<file path="src/rtl/mlhs_pkg.sv">
// Shared constants and types for the meter link health supervisor.
package mlhs_pkg;

  // Register map indices
  localparam logic [1:0] REG_POLL_INTERVAL   = 2'd0;
  localparam logic [1:0] REG_RETRY_INTERVAL  = 2'd1;
  localparam logic [1:0] REG_FAIL_THRESHOLD  = 2'd2;
  localparam logic [1:0] REG_NOTIFY_INTERVAL = 2'd3;

  // Reset values of the configuration registers
  localparam logic [31:0] POLL_INTERVAL_RST   = 32'd10000;
  localparam logic [31:0] RETRY_INTERVAL_RST  = 32'd15000;
  localparam logic [7:0]  FAIL_THRESHOLD_RST  = 8'd3;
  localparam logic [31:0] NOTIFY_INTERVAL_RST = 32'd60000;

  // Saturation value of the failure counter
  localparam logic [7:0] FAIL_COUNT_MAX = 8'hFF;

  // Input action codes
  localparam logic ACT_TIME_CHECK = 1'b0;
  localparam logic ACT_OUTCOME    = 1'b1;

  // One result beat
  typedef struct packed {
    logic       poll_due;
    logic       meter_fault;
    logic       terminal_disabled;
    logic       disable_pulse;
    logic       enable_pulse;
    logic       fault_notice;
    logic       restore_notice;
    logic [7:0] fail_count;
  } mlhs_result_t;

endpackage

</file>
<file path="src/rtl/meter_link_health_supervisor_core.sv">
// Meter link health supervisor: poll scheduling, failure counting and notices.
//
// Usage: one instance per meter link.
// Input channel (in_valid/in_stall) carries beats of action, now_ms and poll_ok.
//   action 0 is a time check; out_poll_due says whether a poll is due and, when it
//   is, the matching poll or retry stamp takes now_ms. action 1 reports a poll outcome.
// Result channel (out_valid/out_stall) returns exactly one beat per input beat,
//   in order: the flags, pulses, notices and failure count after that beat.
// Configuration port (cfg_we/cfg_index/cfg_wdata) writes the poll, retry and
//   notify intervals and the failure threshold; write only while idle.
// Path: an accepted beat enters the input register; its result is loaded into
//   the result register once that register is free or draining, and out_valid
//   rises with that load. Throughput is one beat per cycle while the receiver
//   does not stall, set by the single compare and update stage between them.
// Reset (rst_n low, synchronous) empties both registers, clears all state and
//   loads the default intervals and threshold.
// When the receiver stalls, the result beat holds; the input register still
//   takes one more beat, after which in_stall rises until the result moves.
module meter_link_health_supervisor_core
  import mlhs_pkg::*;
(
  input  logic        clk,
  input  logic        rst_n,
  // input channel
  input  logic        in_valid,
  output logic        in_stall,
  input  logic        in_action,
  input  logic [31:0] in_now_ms,
  input  logic        in_poll_ok,
  // result channel
  output logic        out_valid,
  input  logic        out_stall,
  output logic        out_poll_due,
  output logic        out_meter_fault,
  output logic        out_terminal_disabled,
  output logic        out_disable_pulse,
  output logic        out_enable_pulse,
  output logic        out_fault_notice,
  output logic        out_restore_notice,
  output logic [7:0]  out_fail_count,
  // configuration port
  input  logic        cfg_we,
  input  logic [1:0]  cfg_index,
  input  logic [31:0] cfg_wdata
);

  // Configuration registers
  logic [31:0] poll_interval_r;
  logic [31:0] retry_interval_r;
  logic [7:0]  fail_threshold_r;
  logic [31:0] notify_interval_r;

  // Link state
  logic [31:0] last_poll_r,   last_poll_nxt;
  logic [31:0] last_retry_r,  last_retry_nxt;
  logic [31:0] last_notice_r, last_notice_nxt;
  logic [7:0]  fails_r,       fails_nxt;
  logic        disabled_r,    disabled_nxt;
  logic        fault_r,       fault_nxt;
  logic        notice_sent_r, notice_sent_nxt;

  // Input register
  logic        s1_valid_r;
  logic        s1_action_r;
  logic [31:0] s1_now_r;
  logic        s1_ok_r;

  // Result register
  logic         res_valid_r;
  mlhs_result_t res_r, res_nxt;

  logic        advance;
  logic [7:0]  fails_inc;
  logic [31:0] poll_age, retry_age, notice_age;

  // Handshake: the stage advances when the result register is free or draining
  assign advance  = s1_valid_r && (!res_valid_r || !out_stall);
  assign in_stall = s1_valid_r && !advance;

  // Configuration writes
  always_ff @(posedge clk) begin
    if (!rst_n) begin
      poll_interval_r   <= POLL_INTERVAL_RST;
      retry_interval_r  <= RETRY_INTERVAL_RST;
      fail_threshold_r  <= FAIL_THRESHOLD_RST;
      notify_interval_r <= NOTIFY_INTERVAL_RST;
    end else if (cfg_we) begin
      case (cfg_index)
        REG_POLL_INTERVAL:   poll_interval_r   <= cfg_wdata;
        REG_RETRY_INTERVAL:  retry_interval_r  <= cfg_wdata;
        REG_FAIL_THRESHOLD:  fail_threshold_r  <= cfg_wdata[7:0];
        REG_NOTIFY_INTERVAL: notify_interval_r <= cfg_wdata;
        default: ;
      endcase
    end
  end

  // Input register
  always_ff @(posedge clk) begin
    if (!rst_n) begin
      s1_valid_r <= 1'b0;
    end else if (!in_stall) begin
      s1_valid_r <= in_valid;
    end
  end

  always_ff @(posedge clk) begin
    if (!in_stall && in_valid) begin
      s1_action_r <= in_action;
      s1_now_r    <= in_now_ms;
      s1_ok_r     <= in_poll_ok;
    end
  end

  // Wrapping ages and saturating increment
  assign poll_age   = s1_now_r - last_poll_r;
  assign retry_age  = s1_now_r - last_retry_r;
  assign notice_age = s1_now_r - last_notice_r;
  assign fails_inc  = (fails_r != FAIL_COUNT_MAX) ? fails_r + 8'd1 : fails_r;

  // Per-beat decision and state update
  always_comb begin
    last_poll_nxt   = last_poll_r;
    last_retry_nxt  = last_retry_r;
    last_notice_nxt = last_notice_r;
    fails_nxt       = fails_r;
    disabled_nxt    = disabled_r;
    fault_nxt       = fault_r;
    notice_sent_nxt = notice_sent_r;
    res_nxt         = '0;

    if (s1_action_r == ACT_TIME_CHECK) begin
      if (disabled_r) begin
        res_nxt.poll_due = (retry_age >= retry_interval_r);
        if (res_nxt.poll_due) last_retry_nxt = s1_now_r;
      end else begin
        res_nxt.poll_due = (poll_age >= poll_interval_r);
        if (res_nxt.poll_due) last_poll_nxt = s1_now_r;
      end
    end else if (s1_ok_r) begin
      // Successful poll: clear count, fault and disable; announce recovery if noticed
      fails_nxt              = '0;
      fault_nxt              = 1'b0;
      res_nxt.restore_notice = notice_sent_r;
      notice_sent_nxt        = 1'b0;
      res_nxt.enable_pulse   = disabled_r;
      disabled_nxt           = 1'b0;
    end else begin
      // Failed poll: count while enabled, disable at threshold
      if (!disabled_r) begin
        fails_nxt = fails_inc;
        if (fails_inc >= fail_threshold_r) begin
          disabled_nxt          = 1'b1;
          res_nxt.disable_pulse = 1'b1;
        end
      end
      fault_nxt = 1'b1;
      // Rate-limited fault notice
      if (!notice_sent_r || (notice_age >= notify_interval_r)) begin
        res_nxt.fault_notice = 1'b1;
        notice_sent_nxt      = 1'b1;
        last_notice_nxt      = s1_now_r;
      end
    end

    res_nxt.meter_fault       = fault_nxt;
    res_nxt.terminal_disabled = disabled_nxt;
    res_nxt.fail_count        = fails_nxt;
  end

  // State registers
  always_ff @(posedge clk) begin
    if (!rst_n) begin
      last_poll_r   <= '0;
      last_retry_r  <= '0;
      last_notice_r <= '0;
      fails_r       <= '0;
      disabled_r    <= 1'b0;
      fault_r       <= 1'b0;
      notice_sent_r <= 1'b0;
    end else if (advance) begin
      last_poll_r   <= last_poll_nxt;
      last_retry_r  <= last_retry_nxt;
      last_notice_r <= last_notice_nxt;
      fails_r       <= fails_nxt;
      disabled_r    <= disabled_nxt;
      fault_r       <= fault_nxt;
      notice_sent_r <= notice_sent_nxt;
    end
  end

  // Result register
  always_ff @(posedge clk) begin
    if (!rst_n) begin
      res_valid_r <= 1'b0;
    end else if (advance) begin
      res_valid_r <= 1'b1;
    end else if (!out_stall) begin
      res_valid_r <= 1'b0;
    end
  end

  always_ff @(posedge clk) begin
    if (advance) begin
      res_r <= res_nxt;
    end
  end

  assign out_valid             = res_valid_r;
  assign out_poll_due          = res_r.poll_due;
  assign out_meter_fault       = res_r.meter_fault;
  assign out_terminal_disabled = res_r.terminal_disabled;
  assign out_disable_pulse     = res_r.disable_pulse;
  assign out_enable_pulse      = res_r.enable_pulse;
  assign out_fault_notice      = res_r.fault_notice;
  assign out_restore_notice    = res_r.restore_notice;
  assign out_fail_count        = res_r.fail_count;

  // A disabled terminal always carries the fault flag
  a_disabled_implies_fault: assert property (@(posedge clk) disable iff (!rst_n)
    disabled_r |-> fault_r)
    else $error("terminal disabled without fault flag");

  // A disable pulse leaves the terminal disabled and faulted
  a_disable_pulse_state: assert property (@(posedge clk) disable iff (!rst_n)
    (out_valid && out_disable_pulse) |-> (out_terminal_disabled && out_meter_fault))
    else $error("disable pulse without disabled state");

  // Restore and enable only follow a success, which clears the count and fault
  a_restore_clears: assert property (@(posedge clk) disable iff (!rst_n)
    (out_valid && (out_restore_notice || out_enable_pulse)) |->
      (out_fail_count == 8'd0 && !out_meter_fault && !out_terminal_disabled))
    else $error("restore or enable without cleared state");

  // A held result with a full input register must back-pressure the sender
  a_backpressure: assert property (@(posedge clk) disable iff (!rst_n)
    (s1_valid_r && res_valid_r && out_stall) |-> in_stall)
    else $error("input not stalled while pipeline is full");

  // A stalled result beat stays put
  a_result_held: assert property (@(posedge clk) disable iff (!rst_n)
    (out_valid && out_stall) |=> (out_valid && $stable(res_r)))
    else $error("stalled result beat changed");

endmodule
</file>
<file path="config.mk">
export PLATFORM = sky130hd
export DESIGN_NAME = meter_link_health_supervisor_core
export DESIGN_NICKNAME = d
export VERILOG_FILES = /design/src/rtl/mlhs_pkg.sv /design/src/rtl/meter_link_health_supervisor_core.sv
export SDC_FILE = /design/constraint.sdc
export NUM_CORES = 1
export LEC_CHECK = 0
export ABC_AREA = 1
export BUFFER_PORTS_ARGS = -buffer_cell sky130_fd_sc_hd__buf_4
export CORE_MARGIN = 5
export CORE_UTILIZATION = 52
export CTS_CLUSTER_DIAMETER = 150
export DETAILED_ROUTE_END_ITERATION = 6
export HOLD_SLACK_MARGIN = 0.02
export PLACE_DENSITY_LB_ADDON = 0.08
export SLEW_MARGIN = 20
export SYNTH_ARGS = -nofsm -noshare
export SYNTH_HDL_FRONTEND = slang
export SYNTH_SLANG_ARGS = --single-unit
</file>
<file path="constraint.sdc">
create_clock -name clk -period 7 [get_ports clk]
set_clock_uncertainty 0.05 [all_clocks]
set_input_delay 1.4 -clock clk [delete_from_list [all_inputs] [get_ports clk]]
set_output_delay 1.4 -clock clk [all_outputs]
set_load 0.1 [all_outputs]
</file>
# Word-level counts from Yosys, hierarchy flattened
# Index checks and enable logic that the tools add are counted.
[word_totals] register_bits=262 latchBits=0 ramBits=0 mem_bits_ro=0 in_bits=73 output_inout_bits=17 elab_cells=79 n_memories=0
[classes] addsub=4 multipliers=0 div=0 n_lt_le_gt_ge=4 eq_ne=5 shift=0 mux=16 bitwise_logic=3 reduce_logical=23
[ops] cell=">= comparator 32 bit" n=3
[ops] cell="subtractor 32 bit" n=3
[ops] cell="two-way mux 8 bit" n=4
[ops] cell="two-way mux 1 bit" n=12
[ops] cell="AND reduction 4 bit" n=3
[ops] cell="AND reduction 2 bit" n=5
[ops] cell="adder 8 x 1 -> 8 bit, second input constant" n=1
[ops] cell=">= comparator 8 bit" n=1
[ops] cell="inequality test 8 bit, second input constant" n=1
[ops] cell="logical NOT 1 bit" n=5
[ops] cell="equality test 2 bit, second input constant" n=2
[ops] cell="logical AND 1 bit" n=3
[ops] cell="inverter 1 bit" n=3
[ops] cell="AND reduction 3 bit" n=1
[ops] cell="OR reduction 3 bit" n=1
[ops] cell="equality test 2 x 1 -> 1 bit, second input constant" n=1
[ops] cell="logical NOT 2 bit" n=1
[ops] cell="logical OR 1 bit" n=2
[ops] cell="inequality test 2 x 1 -> 1 bit, second input constant" n=1
[ops] cell="nonzero test 2 bit" n=1
[ops] cell="OR reduction 2 bit" n=1

# Depth between registers and ports, before layout
# Gate-level depths: netlist of run 1.
[depth] word_depth=7 mapped_depth=27 ltp_nobuf=26

# Worst setup path before layout of run 1
# Ideal clock, no wire load.
[synth_timing] kind="input-to-output" from="input out_stall" to="output in_stall" arrival_ps=2805 t_required_ps=5550 path_slack_ps=2745 path_stages=2 n_path_buf=0 cell_sequence="nand2_1 -> nor2_1"
[synth_between] elab_chain_len=5
[synth_rtl] item="start: declaration" line="meter_link_health_supervisor_core.sv:32" rtl="input logic out_stall,"
[synth_rtl] item="logical NOT 1 bit"
[synth_rtl] item="logical OR 1 bit" line="meter_link_health_supervisor_core.sv:77" rtl="assign advance = s1_valid_r && (!res_valid_r || !out_stall);"
[synth_rtl] item="logical AND 1 bit" line="meter_link_health_supervisor_core.sv:77"
[synth_rtl] item="logical NOT 1 bit" line="meter_link_health_supervisor_core.sv:78" rtl="assign in_stall = s1_valid_r && !advance;"
[synth_rtl] item="logical AND 1 bit" line="meter_link_health_supervisor_core.sv:78"
[synth_rtl] item="end: declaration" line="meter_link_health_supervisor_core.sv:26" rtl="output logic in_stall,"
# Every way passes these cells.

# Worst setup path after layout of run 1
[layout_timing] from="register s1_now_r[20]" to="register last_poll_r[4]"
[layout_between] elab_chain_len=3
[layout_rtl] item="start: declaration" line="meter_link_health_supervisor_core.sv:65" rtl="logic [31:0] s1_now_r;"
[layout_rtl] item="start signal: assignment" line="meter_link_health_supervisor_core.sv:110" rtl="s1_now_r <= in_now_ms;"
[layout_rtl] item="subtractor 32 bit" line="meter_link_health_supervisor_core.sv:116" rtl="assign poll_age = s1_now_r - last_poll_r;"
[layout_rtl] item=">= comparator 32 bit" line="meter_link_health_supervisor_core.sv:137" rtl="res_nxt.poll_due = (poll_age >= poll_interval_r);"
[layout_rtl] item="AND reduction 4 bit (no line)"
[layout_rtl] item="end signal: assignment" line="meter_link_health_supervisor_core.sv:182" rtl="last_poll_r <= last_poll_nxt;"
[layout_rtl] item="end: declaration" line="meter_link_health_supervisor_core.sv:54" rtl="logic [31:0] last_poll_r, last_poll_nxt;"
# Every way passes these cells.
# A chain may end at the register's enable or synchronous reset.

==> results of run 1 <==
## power breakdown
part           total, mW  switching [mW]  leakage, nW  internal (mW)
Clock               1.59           0.643        0.497          0.948
Combinational       1.17           0.751         6.33          0.424
Sequential          1.66          0.0459         2.21           1.62
Total               4.43            1.44         9.04           2.99
## sequential cells by signal, indices dropped and copies added (netlist names), 8 cells and up
register	cells
s1_now_r	32
poll_interval_r	32
last_notice_r	32
fails_r	8
retry_interval_r	32
last_retry_r	32
notify_interval_r	32
last_poll_r	32
fail_threshold_r	8
out_fail_count	8
## Yosys cell counts (3+ instances only)
library cell	count	share of area
inv_1	327	0.071
clkbuf_1	43	0.0093
a21oi_1	268	0.077
nand3_1	57	0.016
nand4_1	21	0.0076
a21oi_2	4	0.0020
nand2_2	12	0.0043
fa_1	3	0.0035
xnor2_1	28	0.014
nor2_2	3	0.0011
o21ai_0	166	0.048
buf_2	9	0.0026
o21a_1	4	0.0017
xor2_1	64	0.032
a31oi_1	3	0.0011
a21o_1	16	0.0069
ha_1	198	0.14
nor4_1	8	0.0029
nor2_1	322	0.070
dfxtp_1	213	0.25
edfxtp_1	49	0.085
nor3_1	21	0.0061
o21bai_1	10	0.0043
o211ai_1	14	0.0061
o221ai_1	5	0.0025
o21ai_2	4	0.0020
clkinv_1	3	0.00065
buf_6	10	0.0065
nand2_1	514	0.11
o21ai_1	9	0.0026
## stage by stage
stage	total power [mW]	hold slack, ns	cells	worst slack [ns]	instance area (µm²)
finish	4.43	0.410	2969	2.06	19300
global route	4.71	0.436	2969	1.76	19300
global placement	2.83	0.395	2911	2.16	18300
CTS	4.46	0.414	2969	2.12	19300
floorplan	2.53	0.385	2430	2.74	17300
detailed placement	2.85	0.406	2911	2.16	18300
## cell type report
cell class	instances	area (µm²)	area share
timing repair buffer	104	781	0.0404
tap	442	553	0.0286
clock buffer	51	942	0.0488
clock inverter	7	63.8	0.00330
inverter	330	1240	0.0641
multi-input combinational	1773	10000	0.518
sequential	262	5740	0.297
## tightest hold or removal path, cell delays in order (launching register included)
cell	delay [ns]
dfxtp_1	0.30
inv_1	0.06
a21oi_1	0.05
## logic make-up after synthesis
logic type               after synthesis
AO/OA/AOI/OAI                        511
XOR/XNOR                              92
adder cells (fa/ha/maj)              201
buffers and inverters                395
flip-flops                           262
AND/OR/NAND/NOR                      969
## layer usage
| layer | GRT usage | part of all wire |
|---|---|---|
| met5 | 0 | 0 |
| met4 | 0.0568 | 0.021 |
| met3 | 0.0302 | 0.054 |
| met2 | 0.434 | 0.45 |
| met1 | 0.383 | 0.48 |
## worst max-delay path by stage
stage	start	endpoint	depth (start not counted)
finish	s1_now_r[20]$_DFFE_PP_	last_poll_r[4]$_SDFFE_PN0P_	18
global route	s1_now_r[0]$_DFFE_PP_	last_notice_r[2]$_SDFFE_PN0P_	22
detailed placement	s1_now_r[20]$_DFFE_PP_	last_poll_r[1]$_SDFFE_PN0P_	17
global placement	s1_now_r[18]$_DFFE_PP_	last_retry_r[2]$_SDFFE_PN0P_	17
floorplan	out_stall	in_stall	2
CTS	s1_now_r[20]$_DFFE_PP_	last_poll_r[15]$_SDFFE_PN0P_	18
## placed cells by master (no fill, tap or decap), types with 57 or more instances in the layout
master / count
a21oi_1: 268
buf_4: 104
dfxtp_1: 213
ha_1: 198
inv_1: 326
nand2_1: 514
nand3_1: 57
nor2_1: 322
o21ai_0: 166
xor2_1: 64
==> flow_metrics.tcl, run 1 <==
set metrics [dict create \
    grt_pass1_wl_mm 78.7 \
    min_period_ns 4.94 \
    clk_path_buf_depth 3 \
    clock-sinks 262 \
    tightest_slew_ns 1.01 \
    synth_edf_count 49 \
    drc 0 \
    vdd_ir_drop_max_uv 191 \
    post_cts_buffers 0 \
    postCtsHoldBufs 0 \
    avgViaCountPerCell 5.34 \
    wl_per_cell_um 16.6 \
    fin_util 0.591 \
    period_share 0.706 \
    path_common_cell "nand2_1" \
    crit_required_ns 7.47 \
    p_leak_nw 9.04 \
    synth_warnings 0 \
    synth_top_family_by_area "simple AND/OR/NAND/NOR gates" \
    grt_pass1_vias 15000 \
    critPathTopFamily "simple AND/OR/NAND/NOR gates" \
    io_buffers 89 \
    drtIter0Drc 936 \
    place_congestion 0.960 \
    cap_violations 0 \
    clk_pin_slew_ns 0.06 \
    critical_path_class "reg2reg" \
    antennaDiodeCount 0 \
    cts_tree "yes" \
    report.final.setup_viol 0 \
    maxSlewHeadroom 0.321 \
    die-width_um 193 \
    hold_path.class "reg2reg" \
    vias 15900 \
    clkLatencyLatePin_ns 0.58 \
    start_kind "flip-flop" \
    synthesis.area_um2 17300 \
    grt_max_degree 73 \
    rsz0062_at_grt "no" \
    first_pass_iters 5 \
    row_count 66 \
    min_from "retry_interval_r[23]$_SDFFE_PN0P_" \
    drive_above_1_share 0.0728 \
    muxShareOfSynthArea 0 \
    cts-root-buf "clkbuf_16" \
    synth-adder-area-share 0.146 \
    hold_depth 2 \
    htree_num_levels 1 \
    reg2reg_to "last_poll_r[4]$_SDFFE_PN0P_" \
    hold_viol_final 0 \
    tns_ns 0 \
    rrSetupSlack_ns 2.06 \
    synth_compound_area_frac 0.158 \
    die_area_um2 37100 \
    min_to "retry_interval_r[23]$_SDFFE_PN0P_" \
    post_cts_resized 0 \
    ys_ff_latch 262 \
    area_growth_syn_to_layout_pct 11.6 \
    routed_wl_mm 49.4 \
    syn-num-nets 2704 \
    gr-total-overflow 0 \
    critPathCaptureType "flip-flop" \
    slowest_stage "nor4_1" \
    fmax_mhz 202 \
    syn_area_per_cell_um2 7.13 \
    seq_area_frac_synth 0.331 \
    nets 2776 \
    r2r_cells 18 \
    syn-instance-count 2430 \
    arrival_ns 5.41 \
    crit_chain "ha_1 -> nand2_1 -> nor4_1 -> nand3_1 -> nand3_1 -> a21oi_1 -> xnor2_1 -> ha_1 -> nand2_1 -> nor2_1 -> nand2_1 -> nor2_1 -> nand4_1 -> nand3_1 -> nand3_4 -> nand2_1 -> nand2_1 -> nor2_1" \
    cp_num_buf_inv 0 \
    max_stage_delay_ns 0.75 \
    initial_core_util 0.530 \
    yosys_most_used_dff "dfxtp_1" \
    cts_buffers 31 \
    final.fill_count 3209 \
    die_y_um 193 \
    detail-route-antenna-nets 0 \
    core_area_um2 32700 \
    power_density_nw_per_um2 229 \
    status "complete, no violations" \
    synth-simple-area-share 0.226 \
    r2r_start "s1_now_r[20]$_DFFE_PP_" \
    worstPathMaxFanout 64 \
    synthXorXnorAreaFrac 0.0465 \
    drv_slew 0 \
    antenna_found_initial 0 \
    async_flop_share 0 \
    io_pins 90 \
    grt_usage 0.266 \
    place.detailed.hpwl_mm 38.5 \
    ys_types 45 \
]
Note: power is estimated with default switching activity, not from simulation.
==> run 2: changes to the inputs <==
--- a/config.mk
+++ b/config.mk
@@ -5,7 +5,7 @@
 export SDC_FILE = /design/constraint.sdc
 export NUM_CORES = 1
 export LEC_CHECK = 0
-export ABC_AREA = 1
+export ABC_AREA = 0
 export BUFFER_PORTS_ARGS = -buffer_cell sky130_fd_sc_hd__buf_4
 export CORE_MARGIN = 5
 export CORE_UTILIZATION = 52
==> constraint.sdc (replaced) <==
create_clock -name clk -period 4.9 [get_ports clk]
set_clock_uncertainty 0.05 [all_clocks]
set_input_delay 0.98 -clock clk [delete_from_list [all_inputs] [get_ports clk]]
set_output_delay 0.98 -clock clk [all_outputs]
set_load 0.1 [all_outputs]
==> flow_metrics.tcl, run 2 <==
set metrics [dict create \
    nets 2572 \
    htree_num_levels 1 \
    async_flop_share 0 \
    grt_usage 0.264 \
    grt_pass1_wl_mm 77.3 \
    clkLatencyLatePin_ns 0.57 \
    ys_top_cells_by_count "352 x nand2_1, 219 x inv_1, 213 x dfxtp_1" \
    period_share 1.08 \
    reg2reg_to "last_retry_r[12]$_SDFFE_PN0P_" \
    critPathTopFamily "compound AO/OA/AOI/OAI gates" \
    place.detailed.hpwl_mm 35.3 \
    use_met3 0.0334 \
    rrSetupSlack_ns -0.39 \
    placed_cell_area_um2 19200 \
    io_buffers 89 \
    syn_area_per_cell_um2 8.26 \
    tns_ns -18.91 \
    finalWorstSetupSlack_ns -0.388 \
    clk_pin_slew_ns 0.06 \
    violations "negative setup slack" \
    yosys_most_used_dff "dfxtp_1" \
    final_area_um2 21000 \
    p_leak_nw 9.00 \
    fin_total_pwr_mw 6.14 \
    seq_area_frac_synth 0.341 \
    syn-instance-count 2038 \
    cts-root-buf "clkbuf_16" \
    wl_per_cell_um 17.8 \
    tightest_slew_ns 1.04 \
    area_growth_syn_to_layout_pct 24.7 \
    report.final.setup_viol 80 \
    hold_depth 2 \
    synth_warnings 0 \
    post-synth-top-area-cell "dfxtp_1" \
    drc 0 \
    worstPathMaxFanout 6 \
    io_pins 90 \
    yosysMostFrequentCell "nand2_1" \
    vdd_ir_drop_max_uv 289 \
    cts_buffers 31 \
    maxSlewHeadroom 0.305 \
    min_period_ns 5.29 \
    rsz0062_at_grt "yes" \
    hold_viol_final 0 \
    grt_max_degree 91 \
    crit_required_ns 5.33 \
    synth_edf_count 49 \
    final.fill_count 2747 \
    max_stage_delay_ns 0.50 \
    drtIter0Drc 936 \
    initial_core_util 0.529 \
    fmax_mhz 189 \
    grt_pass1_vias 14500 \
    critical_path_class "reg2reg" \
    netlist_top_cells_area "dfxtp_1 25%, ha_1 15%, edfxtp_1 8.7%, nand2_1 7.8%, mux2i_1 5.9%" \
    layout_common_cells "348 x nand2_1, 279 x buf_4, 216 x inv_1" \
    die_area_um2 36100 \
    power_density_nw_per_um2 292 \
    vias 15000 \
    r2r_cells 25 \
    clock-sinks 262 \
    critPathCaptureType "flip-flop" \
    cp_num_buf_inv 5 \
    antenna_found_initial 0 \
    row_count 65 \
    clk_path_buf_depth 3 \
    slowest_stage "or4_1" \
    status "finished with violations" \
    first_pass_iters 5 \
    r2r_start "s1_now_r[0]$_DFFE_PP_" \
    start_kind "flip-flop" \
    place_congestion 0.903 \
    drive_above_1_share 0.182 \
    routed_wl_mm 49.1 \
    postCtsHoldBufs 0 \
    core_area_um2 31800 \
    arrival_ns 5.72 \
    gr-total-overflow 0 \
    ys_types 72 \
    min_from "poll_interval_r[19]$_SDFFE_PN0P_" \
    detail-route-antenna-nets 0 \
    grt_util_met2 0.457 \
    hold_path.class "reg2reg" \
    synthesis.area_um2 16800 \
    use_met1 0.358 \
    avgViaCountPerCell 5.45 \
    drv_slew 0 \
    mostFrequentLayoutCell "nand2_1" \
    grt_busiest_layer "met2" \
    die-width_um 190 \
    fin_util 0.660 \
    cts_tree "yes" \
    yosysTopAreaCellShare 0.253 \
    die_y_um 190 \
    antennaDiodeCount 0 \
    ys_ff_latch 262 \
    cap_violations 0 \
    syn-num-nets 2312 \
    min_to "poll_interval_r[19]$_SDFFE_PN0P_" \
]
[run 2: cell types whose count changed after synthesis, sizes merged, moves of 55 or more]
cell   previous run  this run
nor2            326       110
nand2           526       352
o21ai           179        65
inv             327       221
mux2i             0       100
a21oi           272       196
a21o             16        71
[run 2: logic make-up after synthesis]
kind of cell    after synthesis  synth area share
compound gates              482             0.182
flops                       262             0.341
mux                         101            0.0601
xor+xnor                     77            0.0401
simple gates                623             0.161
fa+ha+maj                   201             0.151
buf+inv                     292            0.0658
[run 2: worst max path at each step]
stage | start | depth (start not counted) | slack, ns | to
3_3_place_gp | s1_now_r[1]$_DFFE_PP_ | 24 | -1.0 | last_notice_r[18]$_SDFFE_PN0P_
4_1_cts | s1_now_r[0]$_DFFE_PP_ | 26 | -0.45 | last_retry_r[23]$_SDFFE_PN0P_
3_5_place_dp | s1_now_r[1]$_DFFE_PP_ | 24 | -0.92 | last_notice_r[18]$_SDFFE_PN0P_
2_1_floorplan | s1_now_r[0]$_DFFE_PP_ | 23 | 0.09 | last_retry_r[10]$_SDFFE_PN0P_
5_1_grt | s1_now_r[0]$_DFFE_PP_ | 25 | -0.64 | last_retry_r[12]$_SDFFE_PN0P_
6_report | s1_now_r[0]$_DFFE_PP_ | 25 | -0.39 | last_retry_r[12]$_SDFFE_PN0P_
[run 2: per-stage QoR]
step | hold WS (ns) | instances | worst slack, ns
6_report | 0.403 | 2755 | -0.388
5_1_grt | 0.417 | 2755 | -0.641
4_1_cts | 0.404 | 2741 | -0.451
3_5_place_dp | 0.397 | 2671 | -0.915
3_3_place_gp | 0.392 | 2671 | -0.997
2_1_floorplan | 0.386 | 2038 | 0.0871
[run 2: where the power goes]
| group | internal (mW) | switching (mW) | total [mW] | leakage, nW |
|---|---|---|---|---|
| combinational | 0.694 | 0.853 | 1.55 | 6.31 |
| clock | 1.33 | 0.928 | 2.26 | 0.481 |
| sequential | 2.27 | 0.0549 | 2.33 | 2.20 |
[run 2: area by class of cell]
cell class	instances	area, µm²	share of cell area
Multi-Input combinational cell	1484	10400	0.497
Tap cell	435	544	0.0259
Clock buffer	49	925	0.0440
Sequential cell	262	5740	0.273
Timing Repair Buffer	298	2460	0.117
Inverter	221	832	0.0396
Clock inverter	6	61.3	0.00292
[run 2: per-layer routing]
| metal | wire (µm) | share of wire |
|---|---|---|
| met1 | 22700 | 0.46 |
| met4 | 979 | 0.020 |
| met3 | 2300 | 0.047 |
| met5 | 0 | 0 |
| met2 | 23100 | 0.47 |
[run 2: worst reg2reg max path, stage by stage (launching register included)]
cell	delay [ns]
edfxtp_1	0.40
inv_2	0.10
buf_6	0.10
ha_4	0.12
inv_2	0.04
fa_2	0.36
a211o_1	0.31
a21oi_2	0.18
o211ai_1	0.21
o31ai_2	0.24
buf_4	0.17
o31ai_4	0.07
a31oi_2	0.17
a31oi_1	0.12
or4_1	0.50
nand4_1	0.09
ha_1	0.25
nand4_1	0.10
nor2_2	0.06
a221o_1	0.30
a31o_4	0.23
a211oi_4	0.24
a2111oi_4	0.12
nand2_4	0.26
buf_12	0.19
mux2i_2	0.22
[run 2: repair_timing]
| action | 4_1_cts | 5_1_grt |
|---|---|---|
| gates cloned | 5 | 3 |
| gates resized for setup | 57 | 42 |
| pin swaps | 26 | 39 |
| hold endpoints to repair | 0 | 0 |
| setup endpoints to repair | 98 | 98 |
| buffers inserted | 13 | 16 |
